## src/rtl/dpdc_pkg.sv

```systemverilog
package dpdc_pkg;

  localparam int LimitWidth = 16;
  localparam int DigitWidth = 4;
  localparam int SegWidth   = 8;

  typedef logic [LimitWidth-1:0] limit_t;
  typedef logic [DigitWidth-1:0] digit_t;
  typedef logic [SegWidth-1:0]   seg_t;

  localparam limit_t SettleReset  = limit_t'(16000);
  localparam digit_t DigitLast    = digit_t'(9);

  // One result beat.
  typedef struct packed {
    logic       clean_level;
    logic [1:0] update_count;
    digit_t     shown_digit;
    seg_t       segment_bits;
    logic       extra_segment;
  } result_t;

  // Contents of the input register handed to the update stage.
  typedef struct packed {
    logic valid;
    logic button_level;
  } stage_t;

  // Advance a decade digit, wrapping from nine back to zero.
  function automatic digit_t digit_inc(digit_t d);
    digit_inc = (d == DigitLast) ? '0 : digit_t'(d + digit_t'(1));
  endfunction

  // Seven-segment pattern on the eight-bit port for each digit.
  function automatic seg_t seg_port_d(digit_t d);
    unique case (d)
      4'd0:    seg_port_d = 8'b11011100;
      4'd1:    seg_port_d = 8'b11000000;
      4'd2:    seg_port_d = 8'b10110100;
      4'd3:    seg_port_d = 8'b11100100;
      4'd4:    seg_port_d = 8'b11101000;
      4'd5:    seg_port_d = 8'b01101100;
      4'd6:    seg_port_d = 8'b01111100;
      4'd7:    seg_port_d = 8'b11000000;
      4'd8:    seg_port_d = 8'b11111100;
      4'd9:    seg_port_d = 8'b11101100;
      default: seg_port_d = '0;
    endcase
  endfunction

  // The one segment that sits on the separate single-bit pin.
  function automatic logic seg_port_b0(digit_t d);
    unique case (d) inside
      4'd1, 4'd4: seg_port_b0 = 1'b0;
      default:    seg_port_b0 = 1'b1;
    endcase
  endfunction

endpackage

```

## src/rtl/dpdc_if.sv

```systemverilog
interface dpdc_in_if;
  logic valid;
  logic ready;
  logic button_level;

  modport source (output valid, output button_level, input ready);
  modport sink   (input valid, input button_level, output ready);
endinterface

interface dpdc_out_if;
  import dpdc_pkg::*;
  logic       valid;
  logic       ready;
  logic       clean_level;
  logic [1:0] update_count;
  digit_t     shown_digit;
  seg_t       segment_bits;
  logic       extra_segment;

  modport source (output valid, output clean_level, output update_count,
                  output shown_digit, output segment_bits, output extra_segment,
                  input ready);
  modport sink   (input valid, input clean_level, input update_count,
                  input shown_digit, input segment_bits, input extra_segment,
                  output ready);
endinterface

interface dpdc_cfg_if;
  import dpdc_pkg::*;
  logic   valid;
  logic   ready;
  limit_t data;

  modport source (output valid, output data, input ready);
  modport sink   (input valid, input data, output ready);
endinterface

```

## src/rtl/dpdc_in_stage.sv

```systemverilog
module dpdc_in_stage (
  input  logic            clk,
  input  logic            rst,
  dpdc_in_if.sink         button,
  input  logic            take,
  output dpdc_pkg::stage_t stage
);
  import dpdc_pkg::*;

  logic held_valid;
  logic held_level;

  // The register may refill in the same cycle as the update stage takes it.
  assign button.ready = !held_valid || take;

  always_ff @(posedge clk) begin
    if (rst) begin
      held_valid <= 1'b0;
    end else if (button.valid && button.ready) begin
      held_valid <= 1'b1;
    end else if (take) begin
      held_valid <= 1'b0;
    end
  end

  always_ff @(posedge clk) begin
    if (button.valid && button.ready) begin
      held_level <= button.button_level;
    end
  end

  assign stage.valid        = held_valid;
  assign stage.button_level = held_level;

endmodule

```

## src/rtl/dpdc_update.sv

```systemverilog
module dpdc_update (
  input  logic             clk,
  input  logic             rst,
  input  dpdc_pkg::stage_t stage,
  output logic             take,
  dpdc_cfg_if.sink         cfg,
  dpdc_out_if.source       result
);
  import dpdc_pkg::*;

  limit_t settle_limit;
  limit_t rise_integrator, rise_integrator_next;
  limit_t fall_integrator, fall_integrator_next;
  logic   rise_armed, rise_armed_next;
  logic   fall_armed, fall_armed_next;
  logic   edge_seen, edge_seen_next;
  digit_t decade_count, decade_count_next;
  digit_t last_digit, last_digit_next;
  logic   level_reg, level_reg_next;
  logic   rise_fire, fall_fire;
  logic   pressed;
  logic   out_valid;

  assign cfg.ready = 1'b1;
  assign pressed   = stage.button_level;
  assign take      = stage.valid && (!out_valid || result.ready);

  always_comb begin
    rise_integrator_next = rise_integrator;
    fall_integrator_next = fall_integrator;
    rise_armed_next      = rise_armed;
    fall_armed_next      = fall_armed;
    edge_seen_next       = edge_seen;
    level_reg_next       = level_reg;
    rise_fire            = 1'b0;
    fall_fire            = 1'b0;

    // Rising integrator first.
    if (!pressed) begin
      if (rise_integrator != '0) begin
        rise_integrator_next = limit_t'(rise_integrator - limit_t'(1));
      end else begin
        rise_armed_next = 1'b1;
      end
    end else if (rise_integrator < settle_limit) begin
      rise_integrator_next = limit_t'(rise_integrator + limit_t'(1));
    end
    if (rise_integrator_next == '0) begin
      level_reg_next = 1'b0;
    end else if (rise_integrator_next == settle_limit && rise_armed_next) begin
      level_reg_next  = 1'b1;
      rise_fire       = 1'b1;
      rise_armed_next = 1'b0;
      edge_seen_next  = 1'b1;
    end

    // Falling integrator sees the edge flag as the rising stage left it.
    if (!pressed && edge_seen_next) begin
      if (fall_integrator < settle_limit) begin
        fall_integrator_next = limit_t'(fall_integrator + limit_t'(1));
      end
    end else if (fall_integrator != '0 && edge_seen_next) begin
      fall_integrator_next = limit_t'(fall_integrator - limit_t'(1));
    end else if (fall_integrator == '0) begin
      fall_armed_next = 1'b1;
    end
    if (fall_integrator_next == '0) begin
      level_reg_next = 1'b0;
    end else if (fall_integrator_next == settle_limit && fall_armed_next) begin
      level_reg_next  = 1'b1;
      fall_fire       = 1'b1;
      fall_armed_next = 1'b0;
    end

    // Digit bookkeeping: each firing shows the count and then advances it.
    last_digit_next   = last_digit;
    decade_count_next = decade_count;
    if (rise_fire && fall_fire) begin
      last_digit_next   = digit_inc(decade_count);
      decade_count_next = digit_inc(digit_inc(decade_count));
    end else if (rise_fire || fall_fire) begin
      last_digit_next   = decade_count;
      decade_count_next = digit_inc(decade_count);
    end
  end

  always_ff @(posedge clk) begin
    if (rst) begin
      settle_limit <= SettleReset;
    end else if (cfg.valid && cfg.ready) begin
      settle_limit <= cfg.data;
    end
  end

  always_ff @(posedge clk) begin
    if (rst) begin
      rise_integrator <= '0;
      fall_integrator <= '0;
      rise_armed      <= 1'b0;
      fall_armed      <= 1'b0;
      edge_seen       <= 1'b0;
      decade_count    <= '0;
      last_digit      <= '0;
      level_reg       <= 1'b0;
    end else if (take) begin
      rise_integrator <= rise_integrator_next;
      fall_integrator <= fall_integrator_next;
      rise_armed      <= rise_armed_next;
      fall_armed      <= fall_armed_next;
      edge_seen       <= edge_seen_next;
      decade_count    <= decade_count_next;
      last_digit      <= last_digit_next;
      level_reg       <= level_reg_next;
    end
  end

  always_ff @(posedge clk) begin
    if (rst) begin
      out_valid <= 1'b0;
    end else if (take) begin
      out_valid <= 1'b1;
    end else if (result.ready) begin
      out_valid <= 1'b0;
    end
  end

  always_ff @(posedge clk) begin
    if (take) begin
      result.clean_level   <= level_reg_next;
      result.update_count  <= {1'b0, rise_fire} + {1'b0, fall_fire};
      result.shown_digit   <= last_digit_next;
      result.segment_bits  <= seg_port_d(last_digit_next);
      result.extra_segment <= seg_port_b0(last_digit_next);
    end
  end

  assign result.valid = out_valid;

endmodule

```

## src/rtl/debounced_press_digit_counter_core.sv

```systemverilog
// Debounced press digit counter. Each input beat carries one raw button
// sample; each accepted beat yields exactly one result beat giving the
// debounced level, how many display updates the sample caused (0, 1 or 2),
// the digit last sent to the display and its seven-segment pattern. Two
// saturating integrators filter the button against settle_limit, which resets
// to 16000; the user must write it through the cfg channel only while no beat
// is in flight, as the block itself does not enforce this. The block sustains
// one beat per clock while the output is not stalled: a beat is held in an
// input register and then passes through a single update stage into the
// result register. The integrator state is read and written in that update
// stage only, which is what lets successive samples follow one another without
// a gap. The input register refills in the same cycle it empties, so input is
// still taken while a finished result waits at the output; when the output is
// stalled, up to two beats are held before button.ready falls.
module debounced_press_digit_counter_core (
  input  logic       clk,
  input  logic       rst,
  dpdc_in_if.sink    button,
  dpdc_cfg_if.sink   cfg,
  dpdc_out_if.source result
);
  import dpdc_pkg::*;

  stage_t stage;
  logic   take;

  // Input register: one button sample waiting for the update stage.
  dpdc_in_stage u_in_stage (
    .clk    (clk),
    .rst    (rst),
    .button (button),
    .take   (take),
    .stage  (stage)
  );

  // Update stage: both integrators, the decade count and the result register.
  dpdc_update u_update (
    .clk    (clk),
    .rst    (rst),
    .stage  (stage),
    .take   (take),
    .cfg    (cfg),
    .result (result)
  );

endmodule
```

## src/flat_wrapper.sv

```systemverilog
// flat-port wrapper written by rule: the top's interface ports become plain ports
module debounced_press_digit_counter_core_flat import dpdc_pkg::*;
  (clk, rst, button_valid, button_button_level, button_ready, cfg_valid, cfg_data, cfg_ready, result_valid, result_clean_level, result_update_count, result_shown_digit, result_segment_bits, result_extra_segment, result_ready);
  dpdc_in_if button_i ();
  dpdc_cfg_if cfg_i ();
  dpdc_out_if result_i ();
  input  logic clk;
  input  logic rst;
  input wire logic [$bits(button_i.valid)-1:0] button_valid;
  input wire logic [$bits(button_i.button_level)-1:0] button_button_level;
  output wire logic [$bits(button_i.ready)-1:0] button_ready;
  input wire logic [$bits(cfg_i.valid)-1:0] cfg_valid;
  input wire logic [$bits(cfg_i.data)-1:0] cfg_data;
  output wire logic [$bits(cfg_i.ready)-1:0] cfg_ready;
  output wire logic [$bits(result_i.valid)-1:0] result_valid;
  output wire logic [$bits(result_i.clean_level)-1:0] result_clean_level;
  output wire logic [$bits(result_i.update_count)-1:0] result_update_count;
  output wire logic [$bits(result_i.shown_digit)-1:0] result_shown_digit;
  output wire logic [$bits(result_i.segment_bits)-1:0] result_segment_bits;
  output wire logic [$bits(result_i.extra_segment)-1:0] result_extra_segment;
  input wire logic [$bits(result_i.ready)-1:0] result_ready;
  assign button_i.valid = button_valid;
  assign button_i.button_level = button_button_level;
  assign button_ready = button_i.ready;
  assign cfg_i.valid = cfg_valid;
  assign cfg_i.data = cfg_data;
  assign cfg_ready = cfg_i.ready;
  assign result_valid = result_i.valid;
  assign result_clean_level = result_i.clean_level;
  assign result_update_count = result_i.update_count;
  assign result_shown_digit = result_i.shown_digit;
  assign result_segment_bits = result_i.segment_bits;
  assign result_extra_segment = result_i.extra_segment;
  assign result_i.ready = result_ready;
  debounced_press_digit_counter_core u_core (.clk(clk), .rst(rst), .button(button_i), .cfg(cfg_i), .result(result_i));
endmodule
```

## config.mk

```make
export PLATFORM = sky130hd
export DESIGN_NAME = debounced_press_digit_counter_core_flat
export DESIGN_NICKNAME = d
export VERILOG_FILES = /design/src/rtl/dpdc_pkg.sv /design/src/rtl/dpdc_if.sv /design/src/rtl/dpdc_in_stage.sv /design/src/rtl/dpdc_update.sv /design/src/rtl/debounced_press_digit_counter_core.sv /design/src/flat_wrapper.sv
export SDC_FILE = /design/constraint.sdc
export NUM_CORES = 1
export LEC_CHECK = 0
export BUFFER_PORTS_ARGS = -buffer_cell sky130_fd_sc_hd__buf_2
export CAP_MARGIN = 20
export CORE_MARGIN = 2
export CORE_UTILIZATION = 65
export CTS_BUF_LIST = sky130_fd_sc_hd__clkbuf_4 sky130_fd_sc_hd__clkbuf_8 sky130_fd_sc_hd__clkbuf_16
export CTS_CLUSTER_SIZE = 14
export DETAILED_ROUTE_END_ITERATION = 10
export HOLD_SLACK_MARGIN = 0.08
export PLACE_DENSITY = 0.84
export SETUP_SLACK_MARGIN = 0.1
export SKIP_LAST_GASP = 1
export SYNTH_ARGS = -nofsm -noshare
export SYNTH_HDL_FRONTEND = slang
export SYNTH_SLANG_ARGS = --single-unit
```

## constraint.sdc

```tcl
create_clock -name clk -period 10 [get_ports clk]
set_clock_uncertainty 0.1 [all_clocks]
set_input_delay 2.5 -clock clk [delete_from_list [all_inputs] [get_ports clk]]
set_output_delay 2.5 -clock clk [all_outputs]
set_load 0.01 [all_outputs]
```

# Yosys cells after proc, flatten, opt, wreduce, memory -nomap -nowiden
# Memories as Yosys holds them, arrays and structs flattened. A register that Yosys moved wholly into a read port is not among the register bits.
# Index checks and enable logic that the tools add are counted.
# op_classes
addsub	7
n_lt_le_gt_ge	2
n_eq_ne	6
muxes	36
reduce_logical	23
# op_table
op	n
$mux W16	6
$logic_not A16 Y1	3
$add A16 B1 Y16 const B	2
$eq A16 B16 Y1	2
$lt A16 B16 Y1	2
$reduce_bool A16 Y1	2
$sub A16 B1 Y16 const B	2
$mux W1	24
$mux W4	6
$add A4 B1 Y4 const B	2
$eq A4 B4 Y1 const B	2
$logic_and A1 B1 Y1	7
$reduce_bool A2 Y1	3
$eq A4 B1 Y1 const B	1
$eq A4 B3 Y1 const B	1
$logic_not A1 Y1	3
$logic_or A1 B1 Y1	3
$add A1 B1 Y2	1
$reduce_and A2 Y1	1
$reduce_or A2 Y1	1
# word_totals
regBits	79
romBits	96
inputBits	22
output_inout_bits	19
word_cells	92
mem_count	1
# mem_list
memory	depth	word_bits	rd	rd_clocked_by_memory_dff	write_ports	line_no	rtl
(no name shown)	16	6	1	1	0	dpdc_pkg.sv:36	unique case (d)

# Depth between registers and ports, before layout
# Gate-level depths: netlist of run 1.
# depth
depth_word	20
mapped_depth	29
mapped_depth_nobuf	26

# Modules after synthesis
# A second synthesis of run 1 with hierarchy kept.
# hier_totals
cells_unflattened	969
hier_area_um2	7415.9
# modules_own_cells
mod	instances	cells_per_inst	area_per_inst_um2	seq_area_each_um2
dpdc_update	1	961	7315.8	1641.6
dpdc_in_stage	1	8	100.1	50.0

# Least setup slack after synthesis of run 1
# Ideal clock, no wire load.
# synth_path
kind	reg2reg
start	register u_core.u_update.settle_limit[1]
end	register u_core.u_update.result.segment_bits[6], data pin
setup_time_ns	0.272
arrival_ns	6.034
required_ns	9.628
setup_slack_ns	3.594
stages_incl_launch_ff	29
path_buffers	4
period_less_slack_ns	6.406
cell_sequence	dfxtp_1 -> clkbuf_1 -> inv_1 -> ha_1 -> a2111o_1 -> and3_1 -> buf_6 -> o31a_1 -> xnor2_1 -> xnor2_1 -> nand2_1 -> or2_0 -> or3_1 -> buf_2 -> or4_1 -> a221oi_2 -> nand4b_1 -> or3_4 -> inv_1 -> ha_1 -> clkbuf_1 -> nand2_1 -> or3_1 -> and3_1 -> inv_1 -> ha_1 -> inv_1 -> nor2_1 -> o22ai_1
# synth_via
elab_chain_cells	17
word_cells_on_any_way	27
classes_between	2 x order compare; 2 x eq/ne; 15 x mux; 8 x reduce/logical
# synth_rtl
element	line_no	rtl
start, declared	dpdc_update.sv:11	limit_t settle_limit;
start signal, assigned	dpdc_update.sv:89	settle_limit <= SettleReset;
start signal, assigned	dpdc_update.sv:91	settle_limit <= cfg.data;
$lt A16 B16 Y1	dpdc_update.sv:45	end else if (rise_integrator < settle_limit) begin
$mux W16	dpdc_update.sv:45	
$mux W16	dpdc_update.sv:39	if (!pressed) begin
$eq A16 B16 Y1	dpdc_update.sv:50	end else if (rise_integrator_next == settle_limit && rise_armed_next) begin
$logic_and A1 B1 Y1	dpdc_update.sv:50	
$mux W1	dpdc_update.sv:50	
$mux W1	dpdc_update.sv:48	if (rise_integrator_next == '0) begin
$logic_and A1 B1 Y1	dpdc_update.sv:62	end else if (fall_integrator != '0 && edge_seen_next) begin
[2 not listed]	-	
$eq A16 B16 Y1	dpdc_update.sv:69	end else if (fall_integrator_next == settle_limit && fall_armed_next) begin
$logic_and A1 B1 Y1	dpdc_update.sv:69	
$mux W1	dpdc_update.sv:69	
$mux W1	dpdc_update.sv:67	if (fall_integrator_next == '0) begin
$logic_or A1 B1 Y1	dpdc_update.sv:81	end else if (rise_fire || fall_fire) begin
$mux W4	dpdc_update.sv:81	
$mux W4 *	dpdc_update.sv:78	if (rise_fire && fall_fire) begin
net u_core.u_update.last_digit_next[1]	dpdc_update.sv:18	digit_t last_digit, last_digit_next;
end, declared	dpdc_if.sv:21	output shown_digit, output segment_bits, output extra_segment,
# Mark *: on every way through the listed nets, which the timed path passes. The rest lies on a longest branch.
# A chain may end at the register's enable or synchronous reset.

# Worst setup path after layout of run 1
# layout_path
start	register u_core.u_update.settle_limit[14]
end	register u_core.u_update.result.segment_bits[2], data pin
# layout_via
elab_chain_cells	17
word_cells_on_any_way	27
classes_between	2 x order compare; 2 x eq/ne; 15 x mux; 8 x reduce/logical
# layout_rtl
element	line_no	rtl
$lt A16 B16 Y1	dpdc_update.sv:45	
$mux W16	dpdc_update.sv:45	
$mux W16	dpdc_update.sv:39	
$eq A16 B16 Y1	dpdc_update.sv:50	
$logic_and A1 B1 Y1	dpdc_update.sv:50	
$mux W1	dpdc_update.sv:50	
$mux W1	dpdc_update.sv:48	
$logic_and A1 B1 Y1	dpdc_update.sv:62	
$mux W16	dpdc_update.sv:62	
$mux W16	dpdc_update.sv:58	if (!pressed && edge_seen_next) begin
$eq A16 B16 Y1	dpdc_update.sv:69	
$logic_and A1 B1 Y1	dpdc_update.sv:69	
$mux W1	dpdc_update.sv:69	
$mux W1	dpdc_update.sv:67	
$logic_or A1 B1 Y1	dpdc_update.sv:81	
$mux W4	dpdc_update.sv:81	
$mux W4 *	dpdc_update.sv:78	
# Every way passes the cells marked *; elsewhere a longest branch is shown, timed or not.

==> results of run 1 <==
worst register-to-register path: stages (launching register included):
cell	delay (ns)
dfxtp_1	0.54
inv_1	0.22
ha_1	0.37
nand4_1	0.17
nor2_1	0.09
a22oi_1	0.76
buf_4	0.30
a31oi_1	0.22
and3_1	0.29
a311oi_1	0.44
nand4_1	0.21
nor3_1	0.58
a31oi_2	0.40
or3_1	0.47
a221oi_2	0.24
nand4b_1	0.14
or3_4	0.43
ha_1	0.28
nor2b_1	0.18
a211oi_1	0.06
a31oi_1	0.75
nand2_1	0.25
o21a_1	0.18
o22ai_1	0.14
layer usage:
layer | routed length [um] | track usage (%)
met2 | 9540 | 59.6
met3 | 3060 | 11.1
met1 | 9010 | 54.7
met4 | 685 | 13.1
met5 | 0 | 0
report_power, final:
group          internal, mW  total (mW)  switching, mW
sequential            0.327       0.347         0.0202
combinational        0.0907       0.240          0.150
clock                 0.146       0.283          0.137
total                 0.563       0.870          0.307
cells in the final DEF, fill, tap and decap left out, drive strengths merged, types with 8 or more instances in the layout:
cell / n
nor2: 122
nor2b: 9
a21oi: 49
mux2i: 19
dfxtp: 62
nand2: 68
or3: 21
o211ai: 10
a211oi: 10
xor2: 14
inv: 47
buf: 45
xnor2: 56
ha: 43
nand4: 21
and3: 16
clkbuf: 10
a22oi: 8
nor3: 40
nand2b: 8
o22ai: 10
nor4: 18
nand3: 22
a31oi: 18
o21ai: 53
edfxtp: 15
how the worst max path moves through the flow:
stage                                                        from                                          endpoint  slack (ns)  cells past startpoint
finish              u_core.u_update.settle_limit[14]$_SDFFE_PP0P_  u_core.u_update.result.segment_bits[2]$_DFFE_PP_        2.04                     23
global route        u_core.u_update.settle_limit[14]$_SDFFE_PP0P_  u_core.u_update.result.segment_bits[2]$_DFFE_PP_        1.55                     23
floorplan            u_core.u_update.settle_limit[1]$_SDFFE_PP0P_  u_core.u_update.result.segment_bits[6]$_DFFE_PP_        3.59                     28
detailed placement  u_core.u_update.settle_limit[14]$_SDFFE_PP0P_  u_core.u_update.result.segment_bits[6]$_DFFE_PP_        2.40                     26
CTS                 u_core.u_update.settle_limit[14]$_SDFFE_PP0P_  u_core.u_update.result.segment_bits[2]$_DFFE_PP_        2.35                     23
global placement    u_core.u_update.settle_limit[14]$_SDFFE_PP0P_  u_core.u_update.result.segment_bits[6]$_DFFE_PP_        2.65                     26
cell type report:
class,count,area share (%)
clock inverters,6,1.28
well taps,136,2.33
inverters,46,2.36
clock buffers,10,1.80
repair buffers,45,3.35
flip-flops and latches,77,23.1
multi-input cells,733,65.8
kinds of logic (layout without fill, tap and decap cells):
kind of cell | Yosys count | after routing | synth area share, %
xor gates and xnor gates | 71 | 71 | 9.14
buffers and inverters | 111 | 107 | 6.58
DFF | 77 | 77 | 24.3
other | 2 | 3 | 0.108
AOI/OAI and AO/OA | 222 | 222 | 21.6
adders and majority gates | 43 | 43 | 7.74
muxes | 19 | 19 | 2.73
and+or+nand+nor | 375 | 375 | 27.8
cells in the mapped netlist (8+ instances only):
cell type  number
nand2_1        67
a22oi_1         8
o21ai_0        52
ha_1           43
clkbuf_1       46
nor2b_1         9
o211ai_1       10
a21oi_1        49
and3_1         16
nand3_1        21
nor2_1        122
nor3_1         40
dfxtp_1        62
edfxtp_1       15
o22ai_1        10
xor2_1         14
nor4_1         13
inv_1          45
buf_2           9
mux2i_1        19
a211oi_1       10
nand4_1        21
or3_1          20
xnor2_1        56
a31oi_1        16
==> flow_summary.toml, run 1 <==
[status]
status = "finished, final reports clean"

[clock_tree]
cts-htree-levels = 3
cts.sinks = 77
max-clock-path-buffers = 2
cts_tree = "yes"
clkLatencyLatePin_ns = 0.39
postCtsSetupBuffers = 0
root_buffer = "clkbuf_8"
cts_resized = 0
cts_inserted_buffers = 9
path_clk_slew_ns = 0.09
cts_hold_buf = 0

[floorplan]
core_um2 = 10400
dieArea_um2 = 11500
die_w_um = 107
ios = 41
start_util_pct = 67.1
std_cell_rows = 37
die_h_um = 107

[drt]
viasPerCell = 6.94
vias = 7312
drt_wl_total_mm = 22.3
drt_iter0_markers = 1044
drt_pass1_iterations = 9
route.detailed.drc = 0
antenna_left = 0
wl_per_cell_um = 21.2

[grt]
overflow = 0
antenna_found_initial = 0
grt_max_degree = 57
grt_pass1_vias = 6725
track_usage_pct = 39.6
grt_pass1_wl_mm = 35.6

[min_path]
min_delay_worst_endpoint = "u_core.u_update.last_digit[0]$_SDFFE_PP0P_"
hold_depth = 2
min-delay-start = "u_core.u_update.last_digit[0]$_SDFFE_PP0P_"
hold_class = "flop to flop"

[synth]
synth_edf_count = 15
avgSynthCellArea_um2 = 7.56
ys_types = 84
synthArstFlopShare_pct = 0
syn_area_um2 = 6960
synth_top_area_share_pct = 17.8
syn_inst = 920
postSynthRegisterBits = 77
synthTopCellsByArea = "dfxtp_1 (18%), ha_1 (7.7%), xnor2_1 (7.1%)"
seq_area_frac_synth_pct = 24.3
yosysTopAreaCell = "dfxtp_1"
yosysWarnings = 0
ys.flop_type = "dfxtp_1"

[timing]
setup_viol_count_final = 0
fin_tns_setup_ns = 0
maxClockFrequency_ghz = 0.126
slew_violations = 0
final.setup.worst_slack_ns = 2.04
maxSlewHeadroom_pct = 32.8
holdWs_ns = 0.372
min_period_ns = 7.96
grt_setup_unrepaired = "no"
worstMarginPinSlew_ns = 1.00
fin_crit_sh_pct = 79.6
hold_violations = 0

[pwr]
vdd_drop_max_mv = 0.124
p_total_uw = 870
p_leak_nw = 2.87
p_per_area_nw_per_um2 = 119

[job]
cap_violations = 0

[critical_path]
worst-path-buf-inv = 2
critPathSlowestCell = "a22oi_1"
worst_path_largest_cell_delay_ns = 0.76
worstPathCellList = "inv_1 > ha_1 > nand4_1 > nor2_1 > a22oi_1 > buf_4 > a31oi_1 > and3_1 > a311oi_1 > nand4_1 > nor3_1 > a31oi_2 > or3_1 > a221oi_2 > nand4b_1 > or3_4 > ha_1 > nor2b_1 > a211oi_1 > a31oi_1 > nand2_1 > o21a_1 > o22ai_1"
r2r_slack_ns = 2.04
crit_family = "compound AO/OA/AOI/OAI gates"
arrival_ns = 8.09
start_kind = "flop"
criticalPathCategory = "flop to flop"
r2r_cells = 23
crit_required_ns = 10.13
crit_path_end_kind = "flop"
cp_max_fo = 15
r2r-end = "u_core.u_update.result.segment_bits[2]$_DFFE_PP_"
r2r-start = "u_core.u_update.settle_limit[14]$_SDFFE_PP0P_"

[cells_and_area]
fin_cells = 1053
diodes = 0
multiInputGateArea_um2 = 4810
layout-drive-gt1-share_pct = 9.16
final_core_utilization_pct = 70.5
seq_area_um2 = 1690
area_growth_pct = 5.16
top_regs = "u_core.u_update.fall_integrator (16), u_core.u_update.rise_integrator (16), u_core.u_update.settle_limit (16)"
fin_area_um2 = 7310
nFillCells = 850
fin_nets = 977

[placement]
dp_slack_ns = 2.40
place_area_um2 = 7090
port_buffers = 37
detailed_place_hpwl_mm = 16.5
place_inst = 1037
place_congestion = 1.02
No activity file was read; power rests on OpenSTA's default activity.
==> inputs of run 2 (changes only) <==
--- a/config.mk
+++ b/config.mk
@@ -8,12 +8,12 @@
 export BUFFER_PORTS_ARGS = -buffer_cell sky130_fd_sc_hd__buf_2
 export CAP_MARGIN = 20
 export CORE_MARGIN = 2
-export CORE_UTILIZATION = 65
+export CORE_UTILIZATION = 57
 export CTS_BUF_LIST = sky130_fd_sc_hd__clkbuf_4 sky130_fd_sc_hd__clkbuf_8 sky130_fd_sc_hd__clkbuf_16
 export CTS_CLUSTER_SIZE = 14
 export DETAILED_ROUTE_END_ITERATION = 10
 export HOLD_SLACK_MARGIN = 0.08
-export PLACE_DENSITY = 0.84
+export PLACE_DENSITY = 0.78
 export SETUP_SLACK_MARGIN = 0.1
 export SKIP_LAST_GASP = 1
 export SYNTH_ARGS = -nofsm -noshare
==> constraint.sdc (replaced) <==
create_clock -name clk -period 7.08 [get_ports clk]
set_clock_uncertainty 0.1 [all_clocks]
set_input_delay 1.77 -clock clk [delete_from_list [all_inputs] [get_ports clk]]
set_output_delay 1.77 -clock clk [all_outputs]
set_load 0.01 [all_outputs]
==> flow_summary.toml, run 2 (synthesized netlist as in run 1, its figures left out) <==
[critical_path]
crit_required_ns = 7.06
r2r_slack_ns = 0.47
arrival_ns = 6.58
criticalPathCategory = "flop to flop"
r2r_cells = 25
r2r-end = "u_core.u_update.result.segment_bits[6]$_DFFE_PP_"
r2r-start = "u_core.u_update.settle_limit[15]$_SDFFE_PP0P_"
cp_max_fo = 8
crit_path_end_kind = "flop"
crit_path_start = "u_core.u_update.settle_limit[15]$_SDFFE_PP0P_"
start_kind = "flop"

[job]
cap_violations = 0

[drt]
drt_wl_total_mm = 22.0
drt_pass1_iterations = 5
viasPerCell = 6.47
wl_per_cell_um = 20.0
route.detailed.drc = 0
drt_iter0_markers = 834
antenna_left = 0
vias = 7107

[grt]
grt_pass1_wl_mm = 34.9
grt_pass1_vias = 6458
overflow = 0
grt_max_degree = 57
antenna_found_initial = 0
track_usage_pct = 34.3

[cells_and_area]
layout_common_cells = "nor2_1 (121), nand2_1 (67), dfxtp_1 (61), xnor2_1 (53), o21ai_0 (52)"
layout-drive-gt1-share_pct = 14.7
top_regs = "u_core.u_update.fall_integrator (16), u_core.u_update.rise_integrator (16), u_core.u_update.settle_limit (16)"
nFillCells = 1092
final_common_cell = "nor2_1"
area_growth_pct = 12.2
diodes = 0
fin_nets = 1011

[floorplan]
core_um2 = 12000
die_w_um = 114
start_util_pct = 58.1
die_h_um = 114
dieArea_um2 = 13100
std_cell_rows = 40
ios = 41

[clock_tree]
cts_tree = "yes"
cts-htree-levels = 3
clkLatencyLatePin_ns = 0.36
postCtsSetupBuffers = 0
path_clk_slew_ns = 0.06
cts_inserted_buffers = 9
cts.sinks = 77
root_buffer = "clkbuf_16"
max-clock-path-buffers = 2

[timing]
slew_violations = 0
fin_crit_sh_pct = 93.3
worstMarginPinSlew_ns = 0.783
min_period_ns = 6.61
fin_tns_setup_ns = 0
maxSlewHeadroom_pct = 47.2
hold_violations = 0
grt_setup_unrepaired = "no"
setup_viol_count_final = 0
maxClockFrequency_ghz = 0.151

[status]
status = "finished, final reports clean"

[placement]
port_buffers = 37
place_congestion = 0.989
detailed_place_hpwl_mm = 16.6

[pwr]
p_total_mw = 1.32
p_per_area_nw_per_um2 = 169
p_leak_nw = 3.12
vdd_drop_max_mv = 0.139

[min_path]
min-delay-start = "u_core.u_update.last_digit[0]$_SDFFE_PP0P_"
hold_class = "flop to flop"
hold_depth = 2
min_delay_worst_endpoint = "u_core.u_update.last_digit[0]$_SDFFE_PP0P_"
==> run 2: cell types whose count changed in the layout (fill, tap and decap cells not counted), sizes merged <==
| cell | before | now |
|---|---|---|
| buf | 45 | 79 |
| bufinv | 2 | 0 |
| clkbuf | 10 | 11 |
| inv | 47 | 48 |
==> run 2: worst max-delay path, stage by stage, from the launching register on <==
cell and delay (ns):
dfxtp_1 0.44, inv_1 0.15, ha_1 0.34, nand4_1 0.24, nor3_2 0.32, and3_2 0.37
nor4_1 0.09, a311oi_2 0.38, buf_4 0.19, or4b_2 0.60, a2111oi_2 0.35, or3_1 0.26
o21ai_0 0.14, a221oi_2 0.30, nand4b_1 0.16, or3_4 0.40, inv_1 0.06, ha_2 0.24
nand2_1 0.06, or3_1 0.33, and3_1 0.24, inv_1 0.14, ha_1 0.17, inv_1 0.04
nor2_1 0.11, o22ai_1 0.09
==> run 2: routing by layer <==
layer | vias to the layer above | GRT usage, % | part of all wire (%)
met3 | 57 | 7.89 | 9.4
met1 | 3291 | 46.3 | 43
met5 | - | 0 | 0
met2 | 365 | 53.1 | 44
met4 | 0 | 13.4 | 3.3
li1 | 3394 | - | -
==> run 2: repair_timing <==
| item | 4_1_cts | 5_1_grt |
|---|---|---|
| hold buffers | 0 | 0 |
| pin swaps | 0 | 2 |
| endpoints found under the setup margin | 2 | 14 |
| gates resized for setup | 1 | 27 |
==> run 2: power by group <==
part / internal, mW / switching [mW]
clock: 0.266 / 0.206
combinational: 0.146 / 0.225
sequential: 0.462 / 0.0150
total: 0.875 / 0.446
==> run 2: layout make-up <==
cell class,instances,area [um^2],area share (%)
Clock buffer,11,258,3.30
Clock inverter,5,38.8,0.497
Inverter,46,173,2.21
Multi-Input combinational cell,733,4950,63.5
Sequential cell,77,1690,21.7
Tap cell,147,184,2.36
Timing Repair Buffer,79,500,6.42
==> run 2: worst max-delay path by stage <==
stage	endpoint	slack [ns]	cells after the start
after CTS	u_core.u_update.result.segment_bits[6]$_DFFE_PP_	0.15	25
final	u_core.u_update.result.segment_bits[6]$_DFFE_PP_	0.47	25
after global routing	u_core.u_update.result.segment_bits[6]$_DFFE_PP_	0.10	25
after global placement	u_core.u_update.result.segment_bits[4]$_DFFE_PP_	0.29	25
after floorplan	u_core.u_update.result.segment_bits[6]$_DFFE_PP_	0.67	28
after detailed placement	u_core.u_update.result.segment_bits[6]$_DFFE_PP_	0.10	25
==> run 2: stage by stage <==
step / util, % / cells / area (um^2) / hold WS (ns) / setup WS (ns)
finish: 65.2 / 1098 / 7800 / 0.362 / 0.475
global route: 65.2 / 1098 / 7800 / 0.403 / 0.105
CTS: 64.0 / 1098 / 7660 / 0.360 / 0.152
detailed placement: 61.5 / 1082 / 7360 / 0.351 / 0.103
global placement: 61.5 / 1082 / 7360 / 0.348 / 0.292
floorplan: - / 921 / 6960 / 0.336 / 0.674
==> inputs of run 3 (changes only) <==
--- a/config.mk
+++ b/config.mk
@@ -8,12 +8,12 @@
 export BUFFER_PORTS_ARGS = -buffer_cell sky130_fd_sc_hd__buf_2
 export CAP_MARGIN = 20
 export CORE_MARGIN = 2
-export CORE_UTILIZATION = 57
+export CORE_UTILIZATION = 65
 export CTS_BUF_LIST = sky130_fd_sc_hd__clkbuf_4 sky130_fd_sc_hd__clkbuf_8 sky130_fd_sc_hd__clkbuf_16
 export CTS_CLUSTER_SIZE = 14
 export DETAILED_ROUTE_END_ITERATION = 10
 export HOLD_SLACK_MARGIN = 0.08
-export PLACE_DENSITY = 0.78
+export PLACE_DENSITY = 0.84
 export SETUP_SLACK_MARGIN = 0.1
 export SKIP_LAST_GASP = 1
 export SYNTH_ARGS = -nofsm -noshare
==> constraint.sdc (replaced) <==
create_clock -name clk -period 8 [get_ports clk]
set_clock_uncertainty 0.1 [all_clocks]
set_input_delay 2 -clock clk [delete_from_list [all_inputs] [get_ports clk]]
set_output_delay 2 -clock clk [all_outputs]
set_load 0.01 [all_outputs]
==> flow_summary.toml, run 3 (synthesized netlist as in run 1, its figures left out) <==
[grt]
grt_pass1_vias = 6617
grt_max_degree = 57
grt_pass1_wl_mm = 34.2
antenna_found_initial = 0
overflow = 0
track_usage_pct = 38.0

[job]
cap_violations = 0

[critical_path]
worst-path-buf-inv = 4
arrival_ns = 7.67
criticalPathCategory = "flop to flop"
start_kind = "flop"
cp_max_fo = 12
critPathSlowestCell = "or4_1"
crit_required_ns = 8.05
worst_path_largest_cell_delay_ns = 0.60
crit_path_end_kind = "flop"
crit_family = "simple AND/OR/NAND/NOR gates"
critPathMostFrequentCell = "inv_1"

[pwr]
p_per_area_nw_per_um2 = 138
power.net_switching_uw = 373
sequentialPowerShare_pct = 42.8
p_leak_nw = 2.89
clkPwrFrac_pct = 28.3
swShare_pct = 36.6
vdd_drop_max_mv = 0.147
pwr-share-comb_pct = 29.0
p_int_uw = 645

[timing]
worstMarginPinSlew_ns = 0.921
slew_violations = 0
hold_violations = 0
fin_crit_sh_pct = 95.3
holdWs_ns = 0.367
grt_setup_unrepaired = "no"
maxClockFrequency_ghz = 0.131
maxSlewHeadroom_pct = 37.9
fin_tns_setup_ns = 0
setup_viol_count_final = 0
min_period_ns = 7.62

[placement]
place_congestion = 1.06
place_area_um2 = 7100
place_inst = 1039
detailed_place_hpwl_mm = 16.1
port_buffers = 37

[cells_and_area]
multiInputGateArea_um2 = 4850
nFillCells = 841
final_common_cell = "nor2_1"
layout-drive-gt1-share_pct = 10.3
top_regs = "u_core.u_update.fall_integrator (16), u_core.u_update.rise_integrator (16), u_core.u_update.settle_limit (16)"
layout_common_cells = "nor2_1 (122), nand2_1 (67), dfxtp_1 (61), xnor2_1 (56), o21ai_0 (52)"
final_core_utilization_pct = 71.2
fin_nets = 984
fin_cells = 1060
area_growth_pct = 6.12
diodes = 0
fin_area_um2 = 7380
seq_area_um2 = 1690

[floorplan]
die_w_um = 107
core_um2 = 10400
start_util_pct = 67.1
dieArea_um2 = 11500
std_cell_rows = 37
die_h_um = 107
ios = 41

[status]
status = "finished, final reports clean"

[clock_tree]
max-clock-path-buffers = 2
path_clk_slew_ns = 0.09
root_buffer = "clkbuf_8"
cts_inserted_buffers = 9
cts-htree-levels = 3
clkLatencyLatePin_ns = 0.39
cts.sinks = 77
cts_tree = "yes"
cts_hold_buf = 0

[drt]
vias = 7345
wl_per_cell_um = 20.6
route.detailed.drc = 0
drt_pass1_iterations = 6
antenna_left = 0
drt_iter0_markers = 950
viasPerCell = 6.93
drt_wl_total_mm = 21.9

[min_path]
hold_class = "flop to flop"
-- run 3: cell count changes in the layout (fill, tap and decap cells not counted), sizes merged --
cell,change
buf,-27
clkbuf,-1
clkinvlp,-1
clkinv,+2
-- run 3: path summary, 6_finish.rpt --
| path | from | slack (ns) | cells after the start | end |
|---|---|---|---|---|
| hold reg to reg | u_core.u_update.last_digit[0]$_SDFFE_PP0P_ | 0.37 | 2 | u_core.u_update.last_digit[0]$_SDFFE_PP0P_ |
| setup reg to reg | u_core.u_update.settle_limit[14]$_SDFFE_PP0P_ | 0.38 | 25 | u_core.u_update.result.segment_bits[6]$_DFFE_PP_ |
| hold / removal | u_core.u_update.last_digit[0]$_SDFFE_PP0P_ | 0.37 | 2 | u_core.u_update.last_digit[0]$_SDFFE_PP0P_ |
| setup / recovery | u_core.u_update.settle_limit[14]$_SDFFE_PP0P_ | 0.38 | 25 | u_core.u_update.result.segment_bits[6]$_DFFE_PP_ |
-- run 3: repair_timing --
action | in CTS | in global routing
buffers inserted | 0 | 4
gates resized for setup | 0 | 7
endpoints found under the setup margin | 0 | 8
-- run 3: cell type report --
cell class | count | share of cell area (%)
repair buffers | 52 | 4.31
clock inverters | 6 | 0.627
inverters | 46 | 2.34
clock buffers | 10 | 1.78
flip-flops and latches | 77 | 22.9
multi-input cells | 733 | 65.7
well taps | 136 | 2.31
-- run 3: worst min-delay path: stages (launching register included) --
cell and delay, ns:
dfxtp_1 0.32, nand2_1 0.05, a21oi_1 0.05
-- run 3: metal layers --
layer | up-vias | wire length (um) | global-route usage, %
met1 | 3329 | 8640 | 51.8
li1 | 3344 | - | -
met2 | 570 | 9580 | 58.7
met3 | 102 | 2790 | 9.44
met4 | 0 | 863 | 13.0
met5 | - | 0 | 0
-- run 3: metrics by stage --
stage	worst slack [ns]	power (mW)
after floorplan	1.59	0.648
after global placement	0.579	0.720
after detailed placement	0.237	0.723
after CTS	0.212	1.00
after global routing	0.0913	1.06
final	0.378	1.02
-- run 3: power groups by stage --
stage | combinational [mW] | sequential [mW] | clock (mW)
floorplan | 0.220 | 0.428 | 0
global placement | 0.278 | 0.442 | 0
detailed placement | 0.279 | 0.443 | 0
CTS | 0.281 | 0.434 | 0.288
global route | 0.318 | 0.438 | 0.302
finish | 0.295 | 0.436 | 0.288
